<file path="src/rtl/dnvcb_pkg.sv">
`timescale 1ns / 1ps
// Shared types, constants and helpers for the day/night vertex color blend.
// No dependencies; every other file in rtl/ imports this package.
package dnvcb_pkg;

    // Pipeline stages, in order from input to output register
    localparam int NUM_STG   = 7;
    localparam int STG_UNIT  = 0;
    localparam int STG_PROD  = 1;
    localparam int STG_MIX   = 2;
    localparam int STG_CHAN  = 3;
    localparam int STG_SUM   = 4;
    localparam int STG_BOOST = 5;
    localparam int STG_OUT   = 6;

    // Day/night ratio register
    localparam int             RATIO_W   = 10;
    localparam logic [RATIO_W-1:0] RATIO_RST = 10'd1000;
    localparam logic [RATIO_W-1:0] RATIO_MAX = 10'd1000;

    // Q16 constants
    localparam logic [16:0] ONE_Q16    = 17'd65536;
    localparam logic [16:0] ART_Q16    = 17'd68157;
    localparam logic [16:0] SUN_RG_OFS = 17'd2621;
    localparam logic [16:0] SUN_B_OFS  = 17'd5112;

    // Sun tint at full day, loaded by reset
    localparam logic signed [16:0] SUN_RG_RST = 17'sd62915;
    localparam logic [16:0]        SUN_B_RST  = 17'd69337;
    localparam logic signed [17:0] SUN_RG_MIN = -18'sd2621;

    // Red/green tint: (65536*r + 500) / 1000 = 65*r + (134*r + 125) / 250
    localparam logic [7:0]  RG_NUM_MUL = 8'd134;
    localparam logic [6:0]  RG_NUM_OFS = 7'd125;
    localparam logic [6:0]  RG_INT_MUL = 7'd65;
    localparam logic [16:0] RG_RECIP   = 17'd67109;   // ceil(2^24 / 250)
    localparam int          RG_SHIFT   = 24;

    // Blue tint: (6422528*r + 50000) / 100000 = 64*r + (1408*r + 3125) / 6250
    localparam logic [10:0] B_NUM_MUL = 11'd1408;
    localparam logic [11:0] B_NUM_OFS = 12'd3125;
    localparam logic [19:0] B_RECIP   = 20'd687195;   // ceil(2^32 / 6250)
    localparam int          B_SHIFT   = 32;

    // Dark-blue boost table, indexed by the clamped average divided by 8
    localparam int BOOST_N = 32;
    localparam logic [2:0] BOOST_TAB [BOOST_N] = '{
        3'd1, 3'd4, 3'd6, 3'd6, 3'd6, 3'd5, 3'd4, 3'd3,
        3'd2, 3'd1, 3'd0, 3'd0, 3'd0, 3'd0, 3'd0, 3'd0,
        3'd0, 3'd0, 3'd0, 3'd0, 3'd0, 3'd0, 3'd0, 3'd0,
        3'd0, 3'd0, 3'd0, 3'd0, 3'd0, 3'd0, 3'd0, 3'd0
    };

    // Channel sum at which the boost index reaches k: ceil(k * 8 * 3 * 65536 / 255).
    // Past the last nonzero entry the index only selects zeros.
    localparam int BOOST_THR_N = 10;
    localparam logic [15:0] BOOST_THR [BOOST_THR_N] = '{
        16'((1  * 1572864 + 254) / 255),
        16'((2  * 1572864 + 254) / 255),
        16'((3  * 1572864 + 254) / 255),
        16'((4  * 1572864 + 254) / 255),
        16'((5  * 1572864 + 254) / 255),
        16'((6  * 1572864 + 254) / 255),
        16'((7  * 1572864 + 254) / 255),
        16'((8  * 1572864 + 254) / 255),
        16'((9  * 1572864 + 254) / 255),
        16'((10 * 1572864 + 254) / 255)
    };

    // Payload types
    typedef struct packed {
        logic [7:0] in_red;
        logic [7:0] in_green;
        logic [7:0] in_blue;
        logic [7:0] in_day_weight;
    } t_vtx_in;

    typedef struct packed {
        logic [7:0] out_red;
        logic [7:0] out_green;
        logic [7:0] out_blue;
    } t_vtx_out;

    // Sunlight tint factors, Q16
    typedef struct packed {
        logic signed [16:0] rg;
        logic [16:0]        b;
    } t_sun;

    // Lit channels before the boost, Q16
    typedef struct packed {
        logic signed [18:0] red;
        logic signed [18:0] green;
        logic [17:0]        blue;
    } t_chan;

    // Per-stage load enables
    typedef struct packed {
        logic [NUM_STG-1:0] en;
    } t_pipe_ctl;

    // Byte to Q16: (x*65536 + 127) / 255 = 257*x + (x >= 128)
    function automatic logic [16:0] unit_q16(input logic [7:0] x);
        return {1'b0, x, 8'b0} + {9'b0, x} + {16'b0, x[7]};
    endfunction

endpackage

</file>
<file path="src/rtl/dnvcb_ctrl.sv">
`timescale 1ns / 1ps
// Valid tracking and per-stage load enables for the blend pipeline.
// Depends on dnvcb_pkg.
module dnvcb_ctrl
    import dnvcb_pkg::*;
(
    input  logic      i_clk,
    input  logic      i_rst_n,
    input  logic      i_valid,
    output logic      o_ready,
    output logic      o_valid,
    input  logic      i_ready,
    output t_pipe_ctl o_ctl
);

    logic [NUM_STG-1:0] r_vld;
    logic [NUM_STG-1:0] n_vld;
    logic [NUM_STG-1:0] en;

    // A stage loads when it is empty or its item moves on; bubbles fill under stall
    always_comb begin
        en[NUM_STG-1] = !r_vld[NUM_STG-1] || i_ready;
        for (int k = NUM_STG - 2; k >= 0; k--) begin
            en[k] = !r_vld[k] || en[k+1];
        end
    end

    // Advance valid bits with the data
    always_comb begin
        n_vld[0] = en[0] ? i_valid : r_vld[0];
        for (int k = 1; k < NUM_STG; k++) begin
            n_vld[k] = en[k] ? r_vld[k-1] : r_vld[k];
        end
    end

    always_ff @(posedge i_clk) begin
        if (!i_rst_n) begin
            r_vld <= '0;
        end else begin
            r_vld <= n_vld;
        end
    end

    assign o_ready  = en[0];
    assign o_valid  = r_vld[NUM_STG-1];
    assign o_ctl.en = en;

    a_stall_full: assert property (@(posedge i_clk) disable iff (!i_rst_n)
        !o_ready |-> (&r_vld))
        else $error("input stalled with a bubble in the pipeline");

    a_en_thermo: assert property (@(posedge i_clk) disable iff (!i_rst_n)
        ((en >> 1) & ~en) == '0)
        else $error("stage loads while the stage before it holds");

    a_accept_lands: assert property (@(posedge i_clk) disable iff (!i_rst_n)
        (i_valid && o_ready) |=> r_vld[0])
        else $error("accepted transaction lost at first stage");

    a_reset_empty: assert property (@(posedge i_clk)
        $past(!i_rst_n) |-> (r_vld == '0))
        else $error("pipeline not empty after reset");

endmodule

</file>
<file path="config.mk">
export PLATFORM = sky130hd
export DESIGN_NAME = dnvcb_ctrl
export DESIGN_NICKNAME = d
export VERILOG_FILES = /design/src/rtl/dnvcb_pkg.sv /design/src/rtl/dnvcb_ctrl.sv
export SDC_FILE = /design/constraint.sdc
export NUM_CORES = 1
export LEC_CHECK = 0
export CORE_AREA = 5 5 42 44
export CTS_BUF_LIST = sky130_fd_sc_hd__clkbuf_4 sky130_fd_sc_hd__clkbuf_8
export CTS_CLUSTER_SIZE = 14
export DETAILED_ROUTE_END_ITERATION = 6
export DIE_AREA = 0 0 47 49
export DONT_BUFFER_PORTS = 1
export REMOVE_ABC_BUFFERS = 1
export SETUP_SLACK_MARGIN = 0.1
export SYNTH_ARGS = -nofsm -noshare
export SYNTH_HDL_FRONTEND = slang
export SYNTH_SLANG_ARGS = --single-unit
</file>
<file path="constraint.sdc">
create_clock -name i_clk -period 1.11 [get_ports i_clk]
set_input_delay 0.0555 -clock i_clk [delete_from_list [all_inputs] [get_ports i_clk]]
set_output_delay 0.0555 -clock i_clk [all_outputs]
set_load 0.02 [all_outputs]
</file>
==> metrics.yaml <==
status:
  outcome: "finished with violations"
  violations: "negative setup slack"
synthesis:
  ys_types: 14
  ys_seq_area_share_pct: 47.26
  synth.top_cell.area_share_pct: 47.26
  async_reset_ff_share_pct: 0
  synth_area_leader_cell: "dfxtp_1"
  ys_warn_count: 0
  syn-cell-area_um2: 296.5
  synth_flop_cell: "dfxtp_1"
  synthCells: 32
  yosys.cell_count.top_type: "dfxtp_1"
  synth_edf_count: 0
  synthTopCellsByCount: "7 x dfxtp_1, 6 x nand2_1, 5 x inv_1"
  synth_area_leaders: "dfxtp_1 47%, nand4b_4 8.0%, nand2_1 7.6%"
  ys_ff_latch: 7
  avgSynthCellArea_um2: 9.267
routing:
  drc_errors: 0
  drtAntennaViolNets: 0
  wl_per_cell_um: 12.60
  wl_um: 844
  drt_iter0_drc: 1
  vias: 275
  first_pass_iters: 4
  vias_per_cell: 4.104
clocking:
  clk_pin_slew_ns: 0.05
  numCtsBuffers: 3
  clk_path_buf_depth: 2
  tritoncts: "yes"
  cts_htree_levels: 1
  cts_root_buffer: "clkbuf_4"
  clkLatencyLatePin_ns: 0.25
  cts.sinks: 7
floorplan:
  num_io_pins: 13
  die_w_um: 47
  start_util_pct: 21.16
  die-area_um2: 2303
  rows: 14
  core_area_um2: 1401
  die_h_um: 49
final_layout:
  regMostFlops: "r_vld"
  layout-drive-gt1-share_pct: 68.63
  utilization_pct: 40.98
  reg_top3: "r_vld x7"
  largest_reg_flops: 7
  syn2layout_area_growth_pct: 93.67
  finalNonFillerCells: 67
  layout.nets: 56
  num_antenna_cells: 0
global_routing:
  grt_max_degree: 9
  grt_pass1_vias: 300
  grt_usage_pct: 7.633
  grt_antenna_before_repair: 0
  overflow: 0
  grt_pass1_wl_um: 1228
sta:
  setup_tns_ns: -0.9103
  max-slew-margin-rel_pct: 82.61
  period_minus_slack_ns: 1.293
  fin_skew_ns: 0.001930
  fmax_ghz: 0.7733
  setup-violations-final: 9
  maxSlewViolCount: 0
  setup_slack_ns: -0.1832
  hold_viol: 0
  tightestPinTransition_ns: 0.2600
  rsz0062_at_grt: "true"
  fin_crit_sh_pct: 116.5
hold_path:
  hp-start: "i_ready"
  hp-class: "in -> reg"
  whs_path_depth: 3
  min_to: "r_vld[4]"
worst_setup_path:
  crit_arrival_ns: 1.24
  endpoint_kind: "output port"
  r2r-end: "r_vld[0]"
  r2r_slack_ns: -0.08
  r2r-start: "r_vld[4]"
  rr_worst_depth: 6
  crit_type: "reg -> out"
  worst_setup_path_start_kind: "flop"
  required_ns: 1.05
  path_max_fanout: 3
power_and_ir_drop:
  ir_drop_v: 0.0004025
  p_leak_nw: 0.2826
  powerDensity_nw_per_um2: 944.3
  finalPower_w: 0.0005423
placed_design:
  dpl.hpwl_um: 504.1
  io_buffers: 0
  dp_cells: 53
  gp_congestion: 0.6360
  place_ws_ns: -0.0008500
run:
  cap_violations: 0
==> cell usage in the layout (no fill, tap or decap), types with 2 or more instances in the layout <==
| cell type | synthesis | layout |
|---|---|---|
| dfxtp_2 | 0 | 3 |
| buf_6 | 0 | 8 |
| dlygate4sd3_1 | 0 | 2 |
| inv_1 | 5 | 2 |
| clkbuf_4 | 0 | 4 |
| dfxtp_1 | 7 | 3 |
| buf_4 | 1 | 5 |
| inv_2 | 0 | 2 |
| nand2_4 | 0 | 2 |
| nand2_1 | 6 | 3 |
| o21a_1 | 3 | 3 |
==> worst max-delay path, cell delays in order (launching register included) <==
cell and delay (ns):
dfxtp_2 0.35, nand4b_4 0.13, buf_6 0.14, or2_4 0.24, buf_12 0.13
==> per-stage QoR <==
stage	area (um2)	hold slack, ns
3_3_place_gp	366.6	0.1748
4_1_cts	524.3	0.1152
5_1_grt	574.3	0.1418
6_report	574.3	0.1317
2_1_floorplan	289.0	0.1682
3_5_place_dp	366.6	0.1788
==> report_power, final <==
part,internal [W],switching (W)
combinational,0.0000142,0.0000104
sequential,0.000255,0.00000519
clock,0.000162,0.0000955
total,0.000431,0.000111
==> timing repair <==
action | 4_1_cts | 5_1_grt
gates resized for setup | 22 | 8
hold buffers | 2 | 0
setup buffers | 6 | 2
pin swaps | 5 | 2
setup endpoints to repair | 13 | 14
endpoints found under the hold margin | 7 | 0
==> layout make-up <==
type	count	area (um2)
fillers	146	827.0
inverters	5	21.27
well taps	16	20.02
clock buffers	4	30.03
multi-input cells	19	187.7
repair buffers	16	167.7
flip-flops and latches	7	147.6
==> worst max path at each step <==
stage | start | end | slack (ns)
2_1_floorplan | r_vld[6] | o_ctl[0] | -0.10
3_3_place_gp | r_vld[4] | o_ctl[3] | 0.04
3_5_place_dp | r_vld[6] | r_vld[3] | -0.0008
4_1_cts | r_vld[4] | o_ctl[3] | -0.18
5_1_grt | r_vld[5] | o_ctl[2] | -0.23
6_report | r_vld[4] | o_ctl[3] | -0.18
==> cells by family after synthesis <==
group                  Yosys count  share of synthesized area [%]
DFF                              7                          47.26
and+or+nand+nor                 12                          25.73
AOI/OAI and AO/OA                7                          18.14
buffers and inverters            6                          8.862
==> routing by layer <==
layer  vias to the layer above  part of all wire (%)  track usage (%)  routed length [um]
met5                         -                     0                0                   0
li1                        139                     -                -                   -
met2                         9                    58            13.35                 492
met4                         0                     0            4.147                   0
met1                       127                    33            6.667                 278
met3                         0                   8.6            3.690                  73
Power figures use the tool's default switching activity.
