### src/rtl/dnvcb_pkg.sv
`timescale 1ns / 1ps
// Shared types, constants and helpers for the day/night vertex color blend.
// No dependencies; every other file in rtl/ imports this package.
package dnvcb_pkg;

    // Pipeline stages, in order from input to output register
    localparam int NUM_STG   = 7;
    localparam int STG_UNIT  = 0;
    localparam int STG_PROD  = 1;
    localparam int STG_MIX   = 2;
    localparam int STG_CHAN  = 3;
    localparam int STG_SUM   = 4;
    localparam int STG_BOOST = 5;
    localparam int STG_OUT   = 6;

    // Day/night ratio register
    localparam int             RATIO_W   = 10;
    localparam logic [RATIO_W-1:0] RATIO_RST = 10'd1000;
    localparam logic [RATIO_W-1:0] RATIO_MAX = 10'd1000;

    // Q16 constants
    localparam logic [16:0] ONE_Q16    = 17'd65536;
    localparam logic [16:0] ART_Q16    = 17'd68157;
    localparam logic [16:0] SUN_RG_OFS = 17'd2621;
    localparam logic [16:0] SUN_B_OFS  = 17'd5112;

    // Sun tint at full day, loaded by reset
    localparam logic signed [16:0] SUN_RG_RST = 17'sd62915;
    localparam logic [16:0]        SUN_B_RST  = 17'd69337;
    localparam logic signed [17:0] SUN_RG_MIN = -18'sd2621;

    // Red/green tint: (65536*r + 500) / 1000 = 65*r + (134*r + 125) / 250
    localparam logic [7:0]  RG_NUM_MUL = 8'd134;
    localparam logic [6:0]  RG_NUM_OFS = 7'd125;
    localparam logic [6:0]  RG_INT_MUL = 7'd65;
    localparam logic [16:0] RG_RECIP   = 17'd67109;   // ceil(2^24 / 250)
    localparam int          RG_SHIFT   = 24;

    // Blue tint: (6422528*r + 50000) / 100000 = 64*r + (1408*r + 3125) / 6250
    localparam logic [10:0] B_NUM_MUL = 11'd1408;
    localparam logic [11:0] B_NUM_OFS = 12'd3125;
    localparam logic [19:0] B_RECIP   = 20'd687195;   // ceil(2^32 / 6250)
    localparam int          B_SHIFT   = 32;

    // Dark-blue boost table, indexed by the clamped average divided by 8
    localparam int BOOST_N = 32;
    localparam logic [2:0] BOOST_TAB [BOOST_N] = '{
        3'd1, 3'd4, 3'd6, 3'd6, 3'd6, 3'd5, 3'd4, 3'd3,
        3'd2, 3'd1, 3'd0, 3'd0, 3'd0, 3'd0, 3'd0, 3'd0,
        3'd0, 3'd0, 3'd0, 3'd0, 3'd0, 3'd0, 3'd0, 3'd0,
        3'd0, 3'd0, 3'd0, 3'd0, 3'd0, 3'd0, 3'd0, 3'd0
    };

    // Channel sum at which the boost index reaches k: ceil(k * 8 * 3 * 65536 / 255).
    // Past the last nonzero entry the index only selects zeros.
    localparam int BOOST_THR_N = 10;
    localparam logic [15:0] BOOST_THR [BOOST_THR_N] = '{
        16'((1  * 1572864 + 254) / 255),
        16'((2  * 1572864 + 254) / 255),
        16'((3  * 1572864 + 254) / 255),
        16'((4  * 1572864 + 254) / 255),
        16'((5  * 1572864 + 254) / 255),
        16'((6  * 1572864 + 254) / 255),
        16'((7  * 1572864 + 254) / 255),
        16'((8  * 1572864 + 254) / 255),
        16'((9  * 1572864 + 254) / 255),
        16'((10 * 1572864 + 254) / 255)
    };

    // Payload types
    typedef struct packed {
        logic [7:0] in_red;
        logic [7:0] in_green;
        logic [7:0] in_blue;
        logic [7:0] in_day_weight;
    } t_vtx_in;

    typedef struct packed {
        logic [7:0] out_red;
        logic [7:0] out_green;
        logic [7:0] out_blue;
    } t_vtx_out;

    // Sunlight tint factors, Q16
    typedef struct packed {
        logic signed [16:0] rg;
        logic [16:0]        b;
    } t_sun;

    // Lit channels before the boost, Q16
    typedef struct packed {
        logic signed [18:0] red;
        logic signed [18:0] green;
        logic [17:0]        blue;
    } t_chan;

    // Per-stage load enables
    typedef struct packed {
        logic [NUM_STG-1:0] en;
    } t_pipe_ctl;

    // Byte to Q16: (x*65536 + 127) / 255 = 257*x + (x >= 128)
    function automatic logic [16:0] unit_q16(input logic [7:0] x);
        return {1'b0, x, 8'b0} + {9'b0, x} + {16'b0, x[7]};
    endfunction

endpackage

### src/rtl/dnvcb_light.sv
`timescale 1ns / 1ps
// Front half of the blend pipeline: unit conversion, light mix, lit channels.
// Depends on dnvcb_pkg; tint factors come from dnvcb_sun.
module dnvcb_light
    import dnvcb_pkg::*;
(
    input  logic      i_clk,
    input  t_pipe_ctl i_ctl,
    input  t_vtx_in   i_data,
    input  t_sun      i_sun,
    output t_chan     o_chan
);

    // Unit stage
    logic [16:0] r_a;
    logic [16:0] r_n;
    logic [16:0] r_c0 [3];

    // Product stage
    logic signed [33:0] r_p_rg;
    logic [32:0]        r_p_b;
    logic [32:0]        r_p_art;
    logic [16:0]        r_c1 [3];

    // Mix stage
    logic signed [17:0] r_mix_rg;
    logic [16:0]        r_mix_b;
    logic [16:0]        r_c2 [3];

    // Channel stage
    t_chan r_chan;

    logic signed [34:0] p_rg;
    logic signed [34:0] s_rg;
    logic [33:0]        s_b;
    logic signed [35:0] p_red;
    logic signed [35:0] p_green;
    logic [34:0]        p_blue;

    // Convert bytes to Q16 and form the artificial-light share
    always_ff @(posedge i_clk) begin
        if (i_ctl.en[STG_UNIT]) begin
            r_a     <= unit_q16(i_data.in_day_weight);
            r_n     <= ONE_Q16 - unit_q16(i_data.in_day_weight);
            r_c0[0] <= unit_q16(i_data.in_red);
            r_c0[1] <= unit_q16(i_data.in_green);
            r_c0[2] <= unit_q16(i_data.in_blue);
        end
    end

    // Weigh sun tint and artificial light
    assign p_rg = $signed({1'b0, r_a}) * i_sun.rg;

    always_ff @(posedge i_clk) begin
        if (i_ctl.en[STG_PROD]) begin
            r_p_rg  <= p_rg[33:0];
            r_p_b   <= 33'(r_a) * 33'(i_sun.b);
            r_p_art <= 33'(r_n) * 33'(ART_Q16);
            r_c1    <= r_c0;
        end
    end

    // Sum the shares and round to Q16
    assign s_rg = $signed({r_p_rg[33], r_p_rg}) + $signed({2'b0, r_p_art})
                  + 35'sd32768;
    assign s_b  = 34'(r_p_b) + 34'(r_p_art) + 34'd32768;

    always_ff @(posedge i_clk) begin
        if (i_ctl.en[STG_MIX]) begin
            r_mix_rg <= s_rg[33:16];
            r_mix_b  <= s_b[32:16];
            r_c2     <= r_c1;
        end
    end

    // Color times mix times two, rounded
    assign p_red   = $signed({1'b0, r_c2[0]}) * r_mix_rg + 36'sd16384;
    assign p_green = $signed({1'b0, r_c2[1]}) * r_mix_rg + 36'sd16384;
    assign p_blue  = 35'(r_c2[2]) * 35'(r_mix_b) + 35'd16384;

    always_ff @(posedge i_clk) begin
        if (i_ctl.en[STG_CHAN]) begin
            r_chan.red   <= p_red[33:15];
            r_chan.green <= p_green[33:15];
            r_chan.blue  <= p_blue[32:15];
        end
    end

    assign o_chan = r_chan;

endmodule

### config.mk
export PLATFORM = sky130hd
export DESIGN_NAME = dnvcb_light
export DESIGN_NICKNAME = d
export VERILOG_FILES = /design/src/rtl/dnvcb_pkg.sv /design/src/rtl/dnvcb_light.sv
export SDC_FILE = /design/constraint.sdc
export NUM_CORES = 2
export LEC_CHECK = 0
export BUFFER_PORTS_ARGS = -buffer_cell sky130_fd_sc_hd__clkbuf_2
export CORE_MARGIN = 8
export CORE_UTILIZATION = 70
export DETAILED_ROUTE_END_ITERATION = 10
export HOLD_SLACK_MARGIN = 0.1
export PLACE_DENSITY = 0.87
export SYNTH_ARGS = -nofsm -noshare
export SYNTH_HDL_FRONTEND = slang
export SYNTH_SLANG_ARGS = --single-unit
### constraint.sdc
create_clock -name i_clk -period 10.55 [get_ports i_clk]
set_clock_uncertainty 0.1 [all_clocks]
set_input_delay 0.5275 -clock i_clk [delete_from_list [all_inputs] [get_ports i_clk]]
set_output_delay 0.5275 -clock i_clk [all_outputs]
set_load 0.005 [all_outputs]
==> impl_metrics.ini <==
[sta]
period_needed_ns = 7.91
clock.fmax_mhz = 126
rsz0062_at_grt = false
slew_violations = 0
hold_viol = 0
setup_viol = 0
worstMarginPinSlew_ns = 1.13
worst_slew_margin_rel_pct = 24.9
setup_tns_ns = 0
fin_crit_sh_pct = 75.0

[cts]
path_clk_slew_ns = 0.06
numClockSinks = 367
cts_resized = 0
cts_htree_levels = 2
cts_buffer_depth = 3
ctsHoldBuffers = 0
root_buffer = clkbuf_16
cts_tree = yes
cts_setup_buffers = 0
clock_latency_ns = 0.60
cts_buffers = 43

[logic_synthesis]
yosysTopAreaCellShare_pct = 37.0
yosys.area_share.simple_pct = 13.7
synth-adder-area-share_pct = 52.9
yosys-top-cells-area = fa_1 (37%), edfxtp_1 (17%), ha_1 (16%)
synthMuxAreaShare_pct = 0.0151
ys_ff_latch = 367
synth_compound_area_share_pct = 3.89
ys_types = 71
synth_top_family_by_area = adder cells
netlist_area_um2 = 66200
synth_xor_xnor_area_share_pct = 2.90
synth_ff_type = edfxtp_1
ys_seq_area_share_pct = 16.6
synth_area_leader_cell = fa_1
async_reset_ff_share_pct = 0
synth_edf_count = 367
syn_inst = 6621
syn_nets = 8759
yosysWarnings = 0
avgSynthCellArea_um2 = 10.0

[die]
die_h_um = 324
die_w_um = 324
core_um2 = 94300
io_pins = 130
die_area_um2 = 105000
initial_core_util_pct = 70.2
rows = 113

[route]
drtPass1Iterations = 8
drt-total-wl_um = 158000
drt-wirelength-per-cell_um = 19.9
drtAntennaViolNets = 0
viasPerCell = 5.82
vias = 46200
drt_iter0_markers = 3573
drc = 0

[critical_path]
path_buf_inv = 3
path_class = flop to flop
critical-path-top-delay-family = adder cells
crit_path_start_kind = flop
cpPeakStageDelay_ns = 1.00
critPathMaxFanout = 18
crit_top_cell = fa_1
crit_chain = clkinv_1 -> nor2_1 -> fa_1 -> fa_1 -> fa_1 -> fa_1 -> fa_1 -> inv_1 -> fa_1 -> inv_1 -> ha_1 -> a21o_1 -> nand2_1 -> o211ai_1 -> a31oi_1 -> o21ai_1 -> a221oi_1 -> o21ba_2 -> xnor2_1
r2r_slack_ns = 2.64
crit_arrival_ns = 8.15
endpoint_kind = flop
critPathRequiredTime_ns = 10.79
crit_slowest_cell = clkinv_1

[layout]
layout.nets = 8760
final_cell_area_um2 = 69400
area_growth_pct = 4.78
drive_gt1_share_pct = 3.61

[grt]
grt_first_pass_wirelength_um = 258000
grtUsageTotal_pct = 31.0
overflow = 0
grt_max_degree = 83
grt_pass1_vias = 51600
grt_antenna_before_repair = 14

[placed_design]
gp_congestion = 0.935
port_buffers = 126
dpl-instance-area_um2 = 67900
place_hpwl_um = 122000

[status]
outcome = completed

[min_path]
hold_class = input port to flop

[run]
drv_cap = 0
## flip-flops by register name (all words and copies together) (netlist names)
| register | count |
|---|---|
| o_chan | 56 |
| r_c0 | 48 |
| r_c1 | 48 |
| r_c2 | 48 |
| r_p_rg | 34 |
| r_p_art | 33 |
| r_p_b | 33 |
| r_mix_rg | 18 |
| r_mix_b | 17 |
| r_a | 16 |
| r_n | 16 |
## final timing paths
check,cells after the start,startpoint,end
max reg2reg,19,r_mix_rg[17]$_DFFE_PP_,o_chan[55]$_DFFE_PP_
min,2,i_data[16],r_c0[25]$_DFFE_PP_
min reg2reg,0,r_c1[6]$_DFFE_PP_,r_c2[6]$_DFFE_PP_
max,19,r_mix_rg[17]$_DFFE_PP_,o_chan[55]$_DFFE_PP_
## metal layers
layer	track usage [%]	share of wire (%)	wire length, um
met1	36.6	36	56400
met2	53.9	49	77900
met3	6.31	9.1	14400
met4	15.9	5.8	9150
met5	0	0.029	46
## layout by cell type, fill, tap and decap left out, types with 5 or more instances in the layout
cell        instances
a211oi_1           11
a21o_1             87
a21oi_1           108
a221oi_1            6
a31oi_1            19
and2_1            674
and3_1             23
buf_4              40
clkbuf_1            8
clkbuf_16          43
clkbuf_2          122
clkinv_1            6
clkinvlp_4          5
diode_2            13
edfxtp_1          367
fa_1             1225
ha_1              839
inv_1            1541
nand2_1           761
nand2b_1           40
nand3_1            47
nand4_1            26
nor2_1            143
nor2b_1            48
nor3_1             36
o211ai_1            6
o21a_1             22
o21ai_0            38
o21ai_1            24
o21bai_1           17
o31ai_1             6
or3_1               5
xnor2_1           159
xor2_1             60
## worst register-to-register path: stages, from the launching register on
cell	delay (ns)
edfxtp_1	0.98
clkinv_1	1.01
nor2_1	0.35
fa_1	0.47
fa_1	0.49
fa_1	0.53
fa_1	0.44
fa_1	0.49
inv_1	0.05
fa_1	0.51
inv_1	0.05
ha_1	0.33
a21o_1	0.22
nand2_1	0.08
o211ai_1	0.11
a31oi_1	0.44
o21ai_1	0.31
a221oi_1	0.46
o21ba_2	0.19
xnor2_1	0.06
## cell type report
type	count	area, um^2
antenna	13	32.5
multi-input combinational	4503	48600
clock inverter	26	300
timing repair buffer	164	927
inverter	1543	5790
clock buffer	51	1110
tap	1265	1580
fill	6109	24900
sequential	367	11000
## synthesized netlist by cell type, drive strengths merged (2+ instances only)
library cell and count:
a2111oi 4, a211oi 12, a21boi 7, a21o 87, a21oi 108, a221oi 6
a22oi 4, a311oi 4, a31oi 19, a41oi 4, and2 674, and3 23
and4 3, clkbuf 207, edfxtp 367, fa 1225, ha 839, inv 1542
nand2 761, nand2b 40, nand3 47, nand4 26, nand4b 3, nor2 143
nor2b 48, nor3 36, nor3b 4, nor4 3, o2111ai 2, o211ai 6
o21a 22, o21ai 62, o21ba 2, o21bai 17, o221ai 2, o22ai 3
o311ai 2, o31a 2, o31ai 6, o41ai 2, or2 6, or3 5
or4 2, xnor2 159, xor2 60
## stage by stage
step                utilization [%]  setup WS, ns  hold WS, ns  std cells
floorplan                         -          4.20        0.300       6621
global placement               72.0          3.10        0.301       7842
detailed placement             72.0          2.87        0.305       7842
CTS                            73.5          2.82        0.139       7919
global route                   73.6          2.43        0.155       7928
finish                         73.6          2.64        0.168       7932
## logic make-up (layout without fill, tap and decap cells)
kind of cell / count (synthesis) / after routing
other cells: 0 / 13
flops: 367 / 367
simple gates: 1827 / 1827
mux: 1 / 1
xor+xnor: 219 / 219
compound gates: 392 / 392
fa+ha+maj: 2064 / 2064
buf+inv: 1751 / 1784
Power is left out: the tool's default activity adds up to more than one toggle a clock period on the data nets, which glitch-free logic cannot reach.
