===== config.mk =====
export PLATFORM = sky130hd
export DESIGN_NAME = dnvcb_sun
export DESIGN_NICKNAME = d
export VERILOG_FILES = /design/src/rtl/dnvcb_pkg.sv /design/src/rtl/dnvcb_sun.sv
export SDC_FILE = /design/constraint.sdc
export NUM_CORES = 1
export LEC_CHECK = 0
export ABC_AREA = 0
export BUFFER_PORTS_ARGS = -buffer_cell sky130_fd_sc_hd__buf_2
export CAP_MARGIN = 20
export CELL_PAD_IN_SITES_DETAIL_PLACEMENT = 0
export CELL_PAD_IN_SITES_GLOBAL_PLACEMENT = 2
export CORE_MARGIN = 3
export CORE_UTILIZATION = 46
export DETAILED_ROUTE_END_ITERATION = 6
export PLACE_DENSITY = 0.95
export SYNTH_ARGS = -nofsm -noshare
export SYNTH_HDL_FRONTEND = slang
export SYNTH_SLANG_ARGS = --single-unit
export TNS_END_PERCENT = 50

===== constraint.sdc =====
create_clock -name i_clk -period 23.9 [get_ports i_clk]
set_input_delay 2.39 -clock i_clk [delete_from_list [all_inputs] [get_ports i_clk]]
set_output_delay 2.39 -clock i_clk [all_outputs]
set_load 0.005 [all_outputs]

===== src/rtl/dnvcb_pkg.sv =====
`timescale 1ns / 1ps
// Shared types, constants and helpers for the day/night vertex color blend.
// No dependencies; every other file in rtl/ imports this package.
package dnvcb_pkg;

    // Pipeline stages, in order from input to output register
    localparam int NUM_STG   = 7;
    localparam int STG_UNIT  = 0;
    localparam int STG_PROD  = 1;
    localparam int STG_MIX   = 2;
    localparam int STG_CHAN  = 3;
    localparam int STG_SUM   = 4;
    localparam int STG_BOOST = 5;
    localparam int STG_OUT   = 6;

    // Day/night ratio register
    localparam int             RATIO_W   = 10;
    localparam logic [RATIO_W-1:0] RATIO_RST = 10'd1000;
    localparam logic [RATIO_W-1:0] RATIO_MAX = 10'd1000;

    // Q16 constants
    localparam logic [16:0] ONE_Q16    = 17'd65536;
    localparam logic [16:0] ART_Q16    = 17'd68157;
    localparam logic [16:0] SUN_RG_OFS = 17'd2621;
    localparam logic [16:0] SUN_B_OFS  = 17'd5112;

    // Sun tint at full day, loaded by reset
    localparam logic signed [16:0] SUN_RG_RST = 17'sd62915;
    localparam logic [16:0]        SUN_B_RST  = 17'd69337;
    localparam logic signed [17:0] SUN_RG_MIN = -18'sd2621;

    // Red/green tint: (65536*r + 500) / 1000 = 65*r + (134*r + 125) / 250
    localparam logic [7:0]  RG_NUM_MUL = 8'd134;
    localparam logic [6:0]  RG_NUM_OFS = 7'd125;
    localparam logic [6:0]  RG_INT_MUL = 7'd65;
    localparam logic [16:0] RG_RECIP   = 17'd67109;   // ceil(2^24 / 250)
    localparam int          RG_SHIFT   = 24;

    // Blue tint: (6422528*r + 50000) / 100000 = 64*r + (1408*r + 3125) / 6250
    localparam logic [10:0] B_NUM_MUL = 11'd1408;
    localparam logic [11:0] B_NUM_OFS = 12'd3125;
    localparam logic [19:0] B_RECIP   = 20'd687195;   // ceil(2^32 / 6250)
    localparam int          B_SHIFT   = 32;

    // Dark-blue boost table, indexed by the clamped average divided by 8
    localparam int BOOST_N = 32;
    localparam logic [2:0] BOOST_TAB [BOOST_N] = '{
        3'd1, 3'd4, 3'd6, 3'd6, 3'd6, 3'd5, 3'd4, 3'd3,
        3'd2, 3'd1, 3'd0, 3'd0, 3'd0, 3'd0, 3'd0, 3'd0,
        3'd0, 3'd0, 3'd0, 3'd0, 3'd0, 3'd0, 3'd0, 3'd0,
        3'd0, 3'd0, 3'd0, 3'd0, 3'd0, 3'd0, 3'd0, 3'd0
    };

    // Channel sum at which the boost index reaches k: ceil(k * 8 * 3 * 65536 / 255).
    // Past the last nonzero entry the index only selects zeros.
    localparam int BOOST_THR_N = 10;
    localparam logic [15:0] BOOST_THR [BOOST_THR_N] = '{
        16'((1  * 1572864 + 254) / 255),
        16'((2  * 1572864 + 254) / 255),
        16'((3  * 1572864 + 254) / 255),
        16'((4  * 1572864 + 254) / 255),
        16'((5  * 1572864 + 254) / 255),
        16'((6  * 1572864 + 254) / 255),
        16'((7  * 1572864 + 254) / 255),
        16'((8  * 1572864 + 254) / 255),
        16'((9  * 1572864 + 254) / 255),
        16'((10 * 1572864 + 254) / 255)
    };

    // Payload types
    typedef struct packed {
        logic [7:0] in_red;
        logic [7:0] in_green;
        logic [7:0] in_blue;
        logic [7:0] in_day_weight;
    } t_vtx_in;

    typedef struct packed {
        logic [7:0] out_red;
        logic [7:0] out_green;
        logic [7:0] out_blue;
    } t_vtx_out;

    // Sunlight tint factors, Q16
    typedef struct packed {
        logic signed [16:0] rg;
        logic [16:0]        b;
    } t_sun;

    // Lit channels before the boost, Q16
    typedef struct packed {
        logic signed [18:0] red;
        logic signed [18:0] green;
        logic [17:0]        blue;
    } t_chan;

    // Per-stage load enables
    typedef struct packed {
        logic [NUM_STG-1:0] en;
    } t_pipe_ctl;

    // Byte to Q16: (x*65536 + 127) / 255 = 257*x + (x >= 128)
    function automatic logic [16:0] unit_q16(input logic [7:0] x);
        return {1'b0, x, 8'b0} + {9'b0, x} + {16'b0, x[7]};
    endfunction

endpackage


===== src/rtl/dnvcb_sun.sv =====
`timescale 1ns / 1ps
// Day/night ratio register and the sunlight tint factors derived from it.
// Depends on dnvcb_pkg.
module dnvcb_sun
    import dnvcb_pkg::*;
(
    input  logic               i_clk,
    input  logic               i_rst_n,
    input  logic               i_cfg_we,
    input  logic [RATIO_W-1:0] i_cfg_data,
    output t_sun               o_sun
);

    logic [RATIO_W-1:0] r_ratio;
    t_sun               r_sun;
    t_sun               n_sun;
    logic [RATIO_W-1:0] sat;
    logic [17:0]        rg_num;
    logic [34:0]        rg_prod;
    logic [9:0]         rg_q;
    logic [16:0]        rg_sum;
    logic [20:0]        b_num;
    logic [40:0]        b_prod;
    logic [7:0]         b_q;

    // Hold the written ratio
    always_ff @(posedge i_clk) begin
        if (!i_rst_n) begin
            r_ratio <= RATIO_RST;
        end else if (i_cfg_we) begin
            r_ratio <= i_cfg_data;
        end
    end

    // Saturate, then divide by the constants through reciprocal multiplies
    always_comb begin
        sat     = (r_ratio > RATIO_MAX) ? RATIO_MAX : r_ratio;
        rg_num  = 18'(sat) * 18'(RG_NUM_MUL) + 18'(RG_NUM_OFS);
        rg_prod = 35'(rg_num) * 35'(RG_RECIP);
        rg_q    = rg_prod[RG_SHIFT +: 10];
        rg_sum  = 17'(sat) * 17'(RG_INT_MUL) + 17'(rg_q);
        b_num   = 21'(sat) * 21'(B_NUM_MUL) + 21'(B_NUM_OFS);
        b_prod  = 41'(b_num) * 41'(B_RECIP);
        b_q     = b_prod[B_SHIFT +: 8];
        n_sun.rg = 17'($signed({1'b0, rg_sum}) - $signed({1'b0, SUN_RG_OFS}));
        n_sun.b  = {1'b0, sat, 6'b0} + 17'(b_q) + SUN_B_OFS;
    end

    // Register the tint factors
    always_ff @(posedge i_clk) begin
        if (!i_rst_n) begin
            r_sun.rg <= SUN_RG_RST;
            r_sun.b  <= SUN_B_RST;
        end else begin
            r_sun <= n_sun;
        end
    end

    assign o_sun = r_sun;

    a_rg_range: assert property (@(posedge i_clk) disable iff (!i_rst_n)
        (r_sun.rg >= SUN_RG_MIN) && (r_sun.rg <= SUN_RG_RST))
        else $error("red/green tint out of range");

    a_b_range: assert property (@(posedge i_clk) disable iff (!i_rst_n)
        (r_sun.b >= SUN_B_OFS) && (r_sun.b <= SUN_B_RST))
        else $error("blue tint out of range");

    a_b_above_rg: assert property (@(posedge i_clk) disable iff (!i_rst_n)
        $signed({1'b0, r_sun.b}) > r_sun.rg)
        else $error("blue tint not above red/green tint");

endmodule


==> impl_metrics.py <==
metrics = {
    "run_status": {
        "status": "finished clean",
    },
    "timing": {
        "rsz0062_at_grt": "false",
        "fin_skew_ns": 0.00914,
        "max_freq_mhz": 71.0,
        "finalCritPeriodShare_pct": 58.9,
        "finalMaxSlewViolations": 0,
        "setup_tns_ns": 0,
        "setup_viol": 0,
        "tightest_slew_ns": 0.922,
        "slew_headroom_pct": 38.1,
        "fin_crit_ns": 14.08,
        "hold_violations": 0,
    },
    "critical_path": {
        "cp-start-kind": "register",
        "crit_required_ns": 24.09,
        "cpMostUsedCell": "inv_1",
        "r2r_cells": 50,
        "critPathTopFamily": "adder cells",
        "r2r-end": "o_sun[33]",
        "arrival_ns": 14.27,
        "path_buf_inv": 9,
        "slowest_delay_ns": 0.75,
        "reg2reg_from": "r_ratio[5]",
        "crit_slowest_cell": "dfxtp_1",
        "cp_max_fo": 14,
        "criticalPathCategory": "register to register",
        "r2r_slack_ns": 9.82,
        "end_kind": "register",
    },
    "logic_synthesis": {
        "syn_area_um2": 14300,
        "ys.flop_type": "dfxtp_1",
        "synth_commonest_cells": "ha_1, inv_1, fa_1",
        "yosysWarningCount": 0,
        "synth.distinct_cells": 73,
        "yosysTopAreaCellShare_pct": 37.5,
        "synthArstFlopShare_pct": 0,
        "yosys.area.top_type": "ha_1",
        "ys_ff_latch": 44,
        "syn_nets": 2105,
        "syn_area_per_cell_um2": 9.54,
        "ys_top_cells_by_area": "ha_1, fa_1, inv_1, dfxtp_1, xnor2_1",
        "synth-edff-count": 0,
        "seq_area_frac_synth_pct": 6.18,
        "postSynthCellCount": 1495,
        "synth.most_common_cell": "ha_1",
    },
    "floorplan": {
        "initial_core_util_pct": 47.4,
        "rows": 63,
        "die_h_um": 182,
        "core_um2": 30100,
        "ioPinCount": 47,
        "dieArea_um2": 33200,
        "dieWidth_um": 182,
    },
    "drt": {
        "postRouteWirelength_um": 30800,
        "drt_iter0_drc": 334,
        "wl_per_cell_um": 15.9,
        "wl_met2_um": 15100,
        "wl_met3_um": 724,
        "firstDrtPassIters": 5,
        "highest_layer": "met4",
        "ant_nets": 0,
        "met1Wirelength_um": 14600,
        "num_vias": 10000,
        "routed_via_density": 5.18,
        "drc": 0,
    },
    "job": {
        "drv_cap": 0,
    },
    "global_routing": {
        "grt-ovfl-total": 0,
        "grt_use_total_pct": 19.4,
        "antenna_found_initial": 0,
        "grt_max_degree": 47,
        "grt_pass1_wl_um": 52700,
        "first_global_vias": 10500,
    },
    "placement": {
        "routabilityCongestion": 0.834,
        "dp_hpwl_um": 27300,
        "numPortBuffers": 46,
    },
    "clock_network": {
        "clock_sinks": 44,
        "cts-root-buf": "clkbuf_16",
        "postCtsHoldBufs": 0,
        "clk_latency_ns": 0.29,
        "cts-buffers-inserted": 5,
        "post_cts_resized": 0,
        "cts_tree": "built",
        "h-tree-depth": 2,
        "cts_setup_buffers": 0,
        "cts_buffer_depth": 2,
        "clk_pin_slew_worst_paths_ns": 0.07,
    },
    "final_layout": {
        "fillerInstances": 2823,
        "drive_gt1_share_pct": 5.83,
        "syn_to_final_growth_pct": 6.20,
        "antenna_cells": 0,
        "fin_nets": 2153,
    },
    "hold_path": {
        "holdPathStages": 2,
        "hp-start": "r_ratio[8]",
        "min_path_type": "register to register",
        "whs_endpoint": "r_ratio[8]",
    },
}
==> stage by stage <==
stage,cell area (um2),instances,hold slack (ns),setup WS (ns),utilization (%)
6_report,15100,1934,0.564,9.82,50.3
5_1_grt,15100,1934,0.598,8.84,50.3
4_1_cts,15100,1934,0.569,9.88,50.3
3_5_place_dp,15000,1926,0.554,9.92,49.8
3_3_place_gp,15000,1926,0.552,10.11,49.8
2_1_floorplan,14300,1495,0.505,12.18,-
==> worst max path at each step <==
stage | from | end | slack, ns | cells after the start
floorplan | r_ratio[6] | o_sun[33] | 12.18 | 51
global placement | r_ratio[5] | o_sun[33] | 10.11 | 50
detailed placement | r_ratio[5] | o_sun[33] | 9.92 | 50
CTS | r_ratio[5] | o_sun[33] | 9.88 | 50
global route | r_ratio[5] | o_sun[33] | 8.84 | 50
finish | r_ratio[5] | o_sun[33] | 9.82 | 50
==> logic make-up (layout without fill, tap and decap cells) <==
family,Yosys count,after routing,synth area share (%)
xor gates and xnor gates,82,82,5.18
adders and majority gates,597,597,61.3
DFF,44,44,6.18
muxes,10,10,0.728
AOI/OAI and AO/OA,181,181,8.83
and+or+nand+nor,221,221,8.19
buffers and inverters,360,409,9.57
==> cell type report <==
| class | count | area [um2] | share of cell area (%) |
|---|---|---|---|
| flip-flops and latches | 44 | 881 | 5.82 |
| repair buffers | 58 | 320 | 2.11 |
| clock buffers | 6 | 139 | 0.917 |
| well taps | 390 | 488 | 3.22 |
| clock inverters | 2 | 15.0 | 0.0991 |
| inverters | 343 | 1290 | 8.50 |
| multi-input cells | 1091 | 12000 | 79.3 |
==> layer usage <==
| metal | vias to the layer above | global-route usage (%) |
|---|---|---|
| li1 | 5036 | - |
| met2 | 125 | 34.4 |
| met3 | 22 | 1.32 |
| met4 | 0 | 2.96 |
| met5 | - | 0 |
| met1 | 4829 | 26.6 |
==> state kept, by name (all words and copies together) (netlist names) <==
register,count
o_sun,34
r_ratio,10
==> tightest hold or removal path, delay by kind of cell, from the launching register on <==
kind | cells | cell delay, ns
AO/OA/AOI/OAI | 1 | 0.08
buffers and inverters | 1 | 0.09
flip-flops | 1 | 0.34
==> placed cells by master (no fill, tap or decap), types with 3 or more instances in the layout <==
| master | instances |
|---|---|
| xnor2_1 | 50 |
| buf_4 | 12 |
| mux2_2 | 3 |
| a21o_1 | 19 |
| nand2b_1 | 11 |
| nand2_1 | 58 |
| buf_2 | 46 |
| ha_1 | 427 |
| o211ai_1 | 8 |
| o21bai_1 | 7 |
| a31oi_1 | 4 |
| nor2b_1 | 14 |
| and3_1 | 7 |
| xor2_1 | 30 |
| nor3_1 | 19 |
| dfxtp_1 | 44 |
| a21oi_1 | 49 |
| inv_1 | 342 |
| and2_1 | 11 |
| or3_1 | 5 |
| o21a_1 | 13 |
| nand4_1 | 13 |
| a211o_1 | 4 |
| clkbuf_16 | 5 |
| nor2_1 | 38 |
| mux2i_1 | 7 |
| or2_2 | 4 |
| nand3_1 | 21 |
| o21ai_0 | 31 |
| and4_1 | 3 |
| nor4_1 | 3 |
| a211oi_1 | 9 |
| a2111o_1 | 3 |
| fa_1 | 170 |
| o2111ai_1 | 4 |
Power is not shown: default switching activity piles up to over one toggle a cycle in this logic, so the estimate is an artifact.
