--- src/rtl/dnvcb_pkg.sv ---
`timescale 1ns / 1ps
// Shared types, constants and helpers for the day/night vertex color blend.
// No dependencies; every other file in rtl/ imports this package.
package dnvcb_pkg;

    // Pipeline stages, in order from input to output register
    localparam int NUM_STG   = 7;
    localparam int STG_UNIT  = 0;
    localparam int STG_PROD  = 1;
    localparam int STG_MIX   = 2;
    localparam int STG_CHAN  = 3;
    localparam int STG_SUM   = 4;
    localparam int STG_BOOST = 5;
    localparam int STG_OUT   = 6;

    // Day/night ratio register
    localparam int             RATIO_W   = 10;
    localparam logic [RATIO_W-1:0] RATIO_RST = 10'd1000;
    localparam logic [RATIO_W-1:0] RATIO_MAX = 10'd1000;

    // Q16 constants
    localparam logic [16:0] ONE_Q16    = 17'd65536;
    localparam logic [16:0] ART_Q16    = 17'd68157;
    localparam logic [16:0] SUN_RG_OFS = 17'd2621;
    localparam logic [16:0] SUN_B_OFS  = 17'd5112;

    // Sun tint at full day, loaded by reset
    localparam logic signed [16:0] SUN_RG_RST = 17'sd62915;
    localparam logic [16:0]        SUN_B_RST  = 17'd69337;
    localparam logic signed [17:0] SUN_RG_MIN = -18'sd2621;

    // Red/green tint: (65536*r + 500) / 1000 = 65*r + (134*r + 125) / 250
    localparam logic [7:0]  RG_NUM_MUL = 8'd134;
    localparam logic [6:0]  RG_NUM_OFS = 7'd125;
    localparam logic [6:0]  RG_INT_MUL = 7'd65;
    localparam logic [16:0] RG_RECIP   = 17'd67109;   // ceil(2^24 / 250)
    localparam int          RG_SHIFT   = 24;

    // Blue tint: (6422528*r + 50000) / 100000 = 64*r + (1408*r + 3125) / 6250
    localparam logic [10:0] B_NUM_MUL = 11'd1408;
    localparam logic [11:0] B_NUM_OFS = 12'd3125;
    localparam logic [19:0] B_RECIP   = 20'd687195;   // ceil(2^32 / 6250)
    localparam int          B_SHIFT   = 32;

    // Dark-blue boost table, indexed by the clamped average divided by 8
    localparam int BOOST_N = 32;
    localparam logic [2:0] BOOST_TAB [BOOST_N] = '{
        3'd1, 3'd4, 3'd6, 3'd6, 3'd6, 3'd5, 3'd4, 3'd3,
        3'd2, 3'd1, 3'd0, 3'd0, 3'd0, 3'd0, 3'd0, 3'd0,
        3'd0, 3'd0, 3'd0, 3'd0, 3'd0, 3'd0, 3'd0, 3'd0,
        3'd0, 3'd0, 3'd0, 3'd0, 3'd0, 3'd0, 3'd0, 3'd0
    };

    // Channel sum at which the boost index reaches k: ceil(k * 8 * 3 * 65536 / 255).
    // Past the last nonzero entry the index only selects zeros.
    localparam int BOOST_THR_N = 10;
    localparam logic [15:0] BOOST_THR [BOOST_THR_N] = '{
        16'((1  * 1572864 + 254) / 255),
        16'((2  * 1572864 + 254) / 255),
        16'((3  * 1572864 + 254) / 255),
        16'((4  * 1572864 + 254) / 255),
        16'((5  * 1572864 + 254) / 255),
        16'((6  * 1572864 + 254) / 255),
        16'((7  * 1572864 + 254) / 255),
        16'((8  * 1572864 + 254) / 255),
        16'((9  * 1572864 + 254) / 255),
        16'((10 * 1572864 + 254) / 255)
    };

    // Payload types
    typedef struct packed {
        logic [7:0] in_red;
        logic [7:0] in_green;
        logic [7:0] in_blue;
        logic [7:0] in_day_weight;
    } t_vtx_in;

    typedef struct packed {
        logic [7:0] out_red;
        logic [7:0] out_green;
        logic [7:0] out_blue;
    } t_vtx_out;

    // Sunlight tint factors, Q16
    typedef struct packed {
        logic signed [16:0] rg;
        logic [16:0]        b;
    } t_sun;

    // Lit channels before the boost, Q16
    typedef struct packed {
        logic signed [18:0] red;
        logic signed [18:0] green;
        logic [17:0]        blue;
    } t_chan;

    // Per-stage load enables
    typedef struct packed {
        logic [NUM_STG-1:0] en;
    } t_pipe_ctl;

    // Byte to Q16: (x*65536 + 127) / 255 = 257*x + (x >= 128)
    function automatic logic [16:0] unit_q16(input logic [7:0] x);
        return {1'b0, x, 8'b0} + {9'b0, x} + {16'b0, x[7]};
    endfunction

endpackage

--- src/rtl/dnvcb_boost.sv ---
`timescale 1ns / 1ps
// Back half of the blend pipeline: channel average, dark-blue boost, byte clamp.
// Depends on dnvcb_pkg; lit channels come from dnvcb_light.
module dnvcb_boost
    import dnvcb_pkg::*;
(
    input  logic      i_clk,
    input  t_pipe_ctl i_ctl,
    input  t_chan     i_chan,
    output t_vtx_out  o_data
);

    logic signed [19:0]     r_sum;
    t_chan                  r_chan4;
    logic signed [18:0]     r_red5;
    logic signed [18:0]     r_green5;
    logic [17:0]            r_blue5;
    t_vtx_out               r_out;
    logic [BOOST_THR_N-1:0] pass;
    logic [4:0]             boost_idx;
    logic [2:0]             boost;

    // Q16 channel to byte: scale by 255, truncate, clamp
    function automatic logic [7:0] to_byte(input logic signed [18:0] v);
        logic [26:0] s;
        logic [7:0]  b;
        s = 27'(v[17:0]) * 27'd255;
        if (v <= 19'sd0) begin
            b = 8'd0;
        end else if (s[26:16] > 11'd255) begin
            b = 8'd255;
        end else begin
            b = s[23:16];
        end
        return b;
    endfunction

    // Sum the three channels
    always_ff @(posedge i_clk) begin
        if (i_ctl.en[STG_SUM]) begin
            r_sum   <= 20'(i_chan.red) + 20'(i_chan.green)
                       + $signed({2'b0, i_chan.blue});
            r_chan4 <= i_chan;
        end
    end

    // Find the boost index by comparing the sum against the step points
    always_comb begin
        for (int j = 0; j < BOOST_THR_N; j++) begin
            pass[j] = !r_sum[19] && (r_sum[18:0] >= {3'b0, BOOST_THR[j]});
        end
        boost_idx = 5'($countones(pass));
        boost     = BOOST_TAB[boost_idx];
    end

    // Add the boost to blue in units of 1/255
    always_ff @(posedge i_clk) begin
        if (i_ctl.en[STG_BOOST]) begin
            r_red5   <= r_chan4.red;
            r_green5 <= r_chan4.green;
            r_blue5  <= r_chan4.blue + {7'b0, boost, 8'b0} + {15'b0, boost};
        end
    end

    // Clamp into the output register
    always_ff @(posedge i_clk) begin
        if (i_ctl.en[STG_OUT]) begin
            r_out.out_red   <= to_byte(r_red5);
            r_out.out_green <= to_byte(r_green5);
            r_out.out_blue  <= to_byte($signed({1'b0, r_blue5}));
        end
    end

    assign o_data = r_out;

endmodule

--- config.mk ---
export PLATFORM = sky130hd
export DESIGN_NAME = dnvcb_boost
export DESIGN_NICKNAME = d
export VERILOG_FILES = /design/src/rtl/dnvcb_pkg.sv /design/src/rtl/dnvcb_boost.sv
export SDC_FILE = /design/constraint.sdc
export NUM_CORES = 1
export LEC_CHECK = 0
export ABC_AREA = 1
export BUFFER_PORTS_ARGS = -buffer_cell sky130_fd_sc_hd__buf_4
export CORE_MARGIN = 3
export CORE_UTILIZATION = 51
export CTS_CLUSTER_SIZE = 16
export DETAILED_ROUTE_END_ITERATION = 12
export PLACE_DENSITY = 0.68
export SETUP_SLACK_MARGIN = 0.05
export SLEW_MARGIN = 20
export SYNTH_ARGS = -nofsm -noshare
export SYNTH_HDL_FRONTEND = slang
export SYNTH_SLANG_ARGS = --single-unit
--- constraint.sdc ---
create_clock -name i_clk -period 6.69 [get_ports i_clk]
set_clock_uncertainty 0.05 [all_clocks]
set_input_delay 0.669 -clock i_clk [delete_from_list [all_inputs] [get_ports i_clk]]
set_output_delay 0.669 -clock i_clk [all_outputs]
set_load 0.005 [all_outputs]
==> impl_metrics.env, run 1 <==
export IMPL_status="complete, no violations"
export IMPL_cts_buffers=17
export IMPL_wl_um=42800
export IMPL_cp_data_required_time_ns=6.83
export IMPL_place_inst=2628
export IMPL_criticalPathCategory="reg2reg"
export IMPL_fin_tns_setup_ns=0
export IMPL_crit_end="r_blue5[14]$_DFFE_PP_"
export IMPL_ios=88
export IMPL_grtUsageTotal_pct=23.1
export IMPL_yosysUniqueCellTypes=42
export IMPL_areaGrowthSynthToFinish_pct=9.74
export IMPL_cp_num_cells=32
export IMPL_postPlaceCellArea_um2=19900
export IMPL_syn_area_um2=18700
export IMPL_startpoint_type="register"
export IMPL_synth_top_cell_by_area="fa_1"
export IMPL_crit_path_start="r_sum[10]$_DFFE_PP_"
export IMPL_avgSynthCellArea_um2=8.97
export IMPL_synthAdderAreaFrac_pct=40.4
export IMPL_num_vias=13600
export IMPL_r2r_start="r_sum[10]$_DFFE_PP_"
export IMPL_diodes=0
export IMPL_reg2reg_to="r_blue5[14]$_DFFE_PP_"
export IMPL_clockRootBuffer="clkbuf_16"
export IMPL_synth_net_count=2598
export IMPL_ys_async_sr_fraction_pct=0
export IMPL_cts_tree="built"
export IMPL_slew_violations=0
export IMPL_arrival_ns=6.46
export IMPL_ys_seq_area_share_pct=25.0
export IMPL_min_period_over_period_pct=94.4
export IMPL_grt_max_degree=77
export IMPL_hold_viol=0
export IMPL_holdCritPathClass="reg2reg"
export IMPL_die_area_um2=39000
export IMPL_drc=0
export IMPL_max_stage_delay_ns=0.52
export IMPL_r2r_slack_ns=0.37
export IMPL_grt_overflow=0
export IMPL_synthXorXnorAreaFrac_pct=1.78
export IMPL_cap_violations=0
export IMPL_stdcell_count=2664
export IMPL_synth_compound_area_share_pct=5.55
export IMPL_io_buffer_count=83
export IMPL_ant_nets=0
export IMPL_cp_top_family="adder cells"
export IMPL_worstMarginPinSlew_ns=0.937
export IMPL_crit_top_cell="inv_1"
export IMPL_synth_simple_area_share_pct=16.9
export IMPL_nFillCells=3237
export IMPL_synth_seq_cells=156
export IMPL_grt_antenna_before_repair=0
export IMPL_fin_crit_ns=6.32
export IMPL_final_cell_area_um2=20500
export IMPL_die_h_um=198
export IMPL_clock_sinks=156
export IMPL_finalWeightedCongestion=0.912
export IMPL_synth_edf_count=156
export IMPL_netlist_area_leader_share_pct=28.1
export IMPL_fin_nets=2701
export IMPL_clkTransAtPathRegs_ns=0.07
export IMPL_htreeDepth=4
export IMPL_initial_core_util_pct=52.1
export IMPL_grt_pass1_wl_um=70700
export IMPL_synth_warnings=0
export IMPL_rsz0062_at_grt="false"
export IMPL_fmax_mhz=158
export IMPL_dp_hpwl_um=37400
export IMPL_slew_headroom_pct=37.5
export IMPL_die_w_um=198
export IMPL_routed_via_density=5.12
export IMPL_crit_buf_inv=8
export IMPL_first_iter_violations=1014
export IMPL_synthCells=2087
export IMPL_wl_per_cell_um=16.0
export IMPL_setup_viol=0
export IMPL_drt_pre_antenna_iters=5
export IMPL_grt_pass1_vias=13900
export IMPL_worst_path_max_delay_cell="fa_1"
export IMPL_setup_slack_ns=0.373
export IMPL_synth_area_leaders="fa_1 (28%), edfxtp_1 (25%), ha_1 (12%)"
export IMPL_rows=69
export IMPL_cp_max_fo=6
export IMPL_preCtsSetupSlack_ns=0.299
export IMPL_reg2reg_depth=32
export IMPL_muxShareOfSynthArea_pct=0
export IMPL_cts_path_max_buffers=2
export IMPL_worstSkewPairLatency_ns=0.44
export IMPL_fp_coreArea_um2=35900
export IMPL_end_kind="register"
export IMPL_ys_flop_type="edfxtp_1"
export IMPL_min_from="r_chan4[26]$_DFFE_PP_"
export IMPL_drive_gt1_share_pct=6.63
export IMPL_synth_top_family_by_area="adder cells"
==> worst min-delay path by stage <==
stage,to,slack [ns],cells past startpoint
2_1_floorplan,r_green5[0]$_DFFE_PP_,0.35,0
3_3_place_gp,r_red5[5]$_DFFE_PP_,0.35,0
3_5_place_dp,r_green5[16]$_DFFE_PP_,0.35,0
4_1_cts,r_chan4[36]$_DFFE_PP_,0.35,1
5_1_grt,r_chan4[36]$_DFFE_PP_,0.35,1
6_report,r_green5[8]$_DFFE_PP_,0.36,0
==> metal layers <==
metal  up-vias  share of wire [%]  track usage [%]
met3        44                4.9             2.83
met1      6505                 48             35.0
li1       6729                  -                -
met4         0                2.1             6.03
met2       365                 45             35.4
met5         -                  0                0
==> through the flow <==
step,hold WS (ns),utilization [%]
floorplan,0.350,-
global placement,0.351,55.4
detailed placement,0.355,55.4
CTS,0.351,57.0
global route,0.349,57.2
finish,0.365,57.2
==> layout by cell type, fill, tap and decap left out, drive strengths merged, types with 23 or more instances in the layout <==
master,n
xor2,23
ha,184
buf,87
nand3,99
o21ai,50
a21oi,108
nand4,42
nand2,432
nor2,134
inv,520
fa,263
edfxtp,156
==> sequential cells by signal, indices dropped and copies added (netlist names) <==
signal and cells:
r_chan4 56, r_red5 19, r_green5 19, o_data 24
r_blue5 18, r_sum 20
==> cell families after synthesis <==
family                     after synthesis
AOI/OAI and AO/OA                      185
xor gates and xnor gates                38
adders and majority gates              447
buffers and inverters                  516
DFF                                    156
and+or+nand+nor                        745
==> synthesized netlist by cell type, types with 3 or more instances <==
| cell type | count |
|---|---|
| o21a_1 | 3 |
| nand3b_1 | 7 |
| o21bai_1 | 11 |
| nand3_2 | 3 |
| nor2_2 | 3 |
| xnor2_1 | 15 |
| nand3_1 | 96 |
| ha_1 | 184 |
| clkbuf_1 | 3 |
| edfxtp_1 | 156 |
| nand4_1 | 41 |
| nand2_1 | 426 |
| o21ai_1 | 3 |
| o31ai_1 | 3 |
| inv_1 | 512 |
| nand2_2 | 5 |
| nor3_1 | 21 |
| a21oi_1 | 107 |
| nor4_1 | 3 |
| xor2_1 | 23 |
| nor2_1 | 130 |
| and2_1 | 6 |
| o21ai_0 | 45 |
| fa_1 | 263 |
==> area by class of cell <==
type                    instances  area [µm²]  area share [%]
clock inverters                14         130           0.633
multi-input cells            1415       12100            59.1
repair buffers                 87         653            3.18
clock buffers                  18         429            2.09
well taps                     461         577            2.81
inverters                     513        1930            9.37
flip-flops and latches        156        4680            22.8
==> repair_timing <==
item	in CTS	in global routing
hold buffers	0	0
setup endpoints to repair	0	8
gates resized for setup	0	9
setup buffers	0	4
Power of run 1 is not shown: default switching activity piles up to over one toggle a cycle in this logic, so the estimate is an artifact.
==> inputs of run 2 (changes only) <==
Settings changed: PLACE_DENSITY 0.68 to 0.71.
==> impl_metrics.env, run 2 (same netlist as run 1, synthesis figures left out) <==
export IMPL_status="complete, no violations"
export IMPL_areaGrowthSynthToFinish_pct=9.52
export IMPL_holdBufCountCts=0
export IMPL_min_period_over_period_pct=94.6
export IMPL_grt_max_degree=77
export IMPL_criticalPathCategory="reg2reg"
export IMPL_top_register="r_chan4"
export IMPL_arrival_ns=6.47
export IMPL_grt_antenna_before_repair=1
export IMPL_num_vias=13600
export IMPL_nFillCells=3115
export IMPL_r2r_start="r_sum[10]$_DFFE_PP_"
export IMPL_rows=69
export IMPL_r2r_slack_ns=0.36
export IMPL_die_w_um=198
export IMPL_finalWeightedCongestion=0.937
export IMPL_setup_viol=0
export IMPL_wl_um=41800
export IMPL_reg2reg_to="r_blue5[14]$_DFFE_PP_"
export IMPL_grt_overflow=0
export IMPL_mostFrequentLayoutCell="inv_1"
export IMPL_worstSkewPairLatency_ns=0.44
export IMPL_end_kind="register"
export IMPL_fin_tns_setup_ns=0
export IMPL_cts_path_max_buffers=2
export IMPL_htreeDepth=4
export IMPL_die_h_um=198
export IMPL_worst_path_max_delay_cell="fa_1"
export IMPL_cp_data_required_time_ns=6.83
export IMPL_cp_max_fo=5
export IMPL_crit_end="r_blue5[14]$_DFFE_PP_"
export IMPL_crit_buf_inv=8
export IMPL_slew_headroom_pct=36.6
export IMPL_final_cell_mix="inv_1 (512), nand2_1 (426), fa_1 (263)"
export IMPL_grtUsageTotal_pct=22.7
export IMPL_max_stage_delay_ns=0.52
export IMPL_drc=0
export IMPL_drive_gt1_share_pct=6.27
export IMPL_ant_nets=0
export IMPL_cts_tree="built"
export IMPL_crit_path_start="r_sum[10]$_DFFE_PP_"
export IMPL_dp_hpwl_um=36800
export IMPL_hold_viol=0
export IMPL_die_area_um2=39000
export IMPL_worst_hold_slack_ns=0.368
export IMPL_io_buffer_count=83
export IMPL_fp_coreArea_um2=35900
export IMPL_fin_crit_ns=6.33
export IMPL_diodes=0
export IMPL_reg2reg_depth=32
export IMPL_cp_num_cells=32
export IMPL_wl_per_cell_um=15.7
export IMPL_fin_nets=2700
export IMPL_ios=88
export IMPL_grt_pass1_wl_um=69500
export IMPL_slew_violations=0
export IMPL_clockRootBuffer="clkbuf_16"
export IMPL_routed_via_density=5.10
export IMPL_clkTransAtPathRegs_ns=0.07
export IMPL_clock_sinks=156
export IMPL_crit_top_cell="inv_1"
export IMPL_largest_reg_flops=56
export IMPL_cp_top_family="adder cells"
export IMPL_startpoint_type="register"
export IMPL_grt_pass1_vias=13800
export IMPL_initial_core_util_pct=52.1
export IMPL_rsz0062_at_grt="false"
export IMPL_holdCritPathClass="reg2reg"
export IMPL_regArea_um2=4680
export IMPL_cts_buffers=17
export IMPL_first_iter_violations=764
export IMPL_fmax_mhz=158
export IMPL_worstMarginPinSlew_ns=0.951
export IMPL_multi_input_area_um2=12100
export IMPL_cap_violations=0
export IMPL_drt_pre_antenna_iters=5
[run 2: per-stage QoR]
step           worst slack (ns)  std cells  cell area, µm²  utilization [%]
4_1_cts                   0.315       2660           20500             57.0
3_3_place_gp              0.368       2628           19900             55.4
3_5_place_dp              0.335       2628           19900             55.4
6_report                  0.362       2663           20500             57.1
2_1_floorplan             0.853       2087           18700                -
5_1_grt                  0.0534       2663           20500             57.1
[run 2: cell type report]
class	instances	area share [%]
Multi-Input combinational cell	1415	59.0
Tap cell	461	2.81
Timing Repair Buffer	86	3.15
Clock buffer	17	2.08
Sequential cell	156	22.9
Clock inverter	15	0.677
Inverter	513	9.39
[run 2: what timing repair did]
action,in CTS,in global routing
endpoints found under the setup margin,0,7
gates resized for setup,0,2
buffers inserted,0,3
[run 2: routing by layer]
metal	global-route usage, %	share of wire (%)
met1	32.9	47
met2	36.1	45
met3	3.14	5.5
met4	6.45	2.2
met5	0	0.031
[run 2: worst min path at each step]
stage                     startpoint                endpoint  slack, ns  cells past startpoint
2_1_floorplan  r_chan4[18]$_DFFE_PP_   r_green5[0]$_DFFE_PP_       0.35                      0
3_3_place_gp   r_chan4[19]$_DFFE_PP_   r_green5[1]$_DFFE_PP_       0.35                      0
3_5_place_dp   r_chan4[30]$_DFFE_PP_  r_green5[12]$_DFFE_PP_       0.35                      0
4_1_cts                   i_chan[55]   r_chan4[55]$_DFFE_PP_       0.34                      1
5_1_grt                   i_chan[55]   r_chan4[55]$_DFFE_PP_       0.35                      1
6_report       r_chan4[21]$_DFFE_PP_   r_green5[3]$_DFFE_PP_       0.37                      0
Power of run 2 is left out for the same reason.
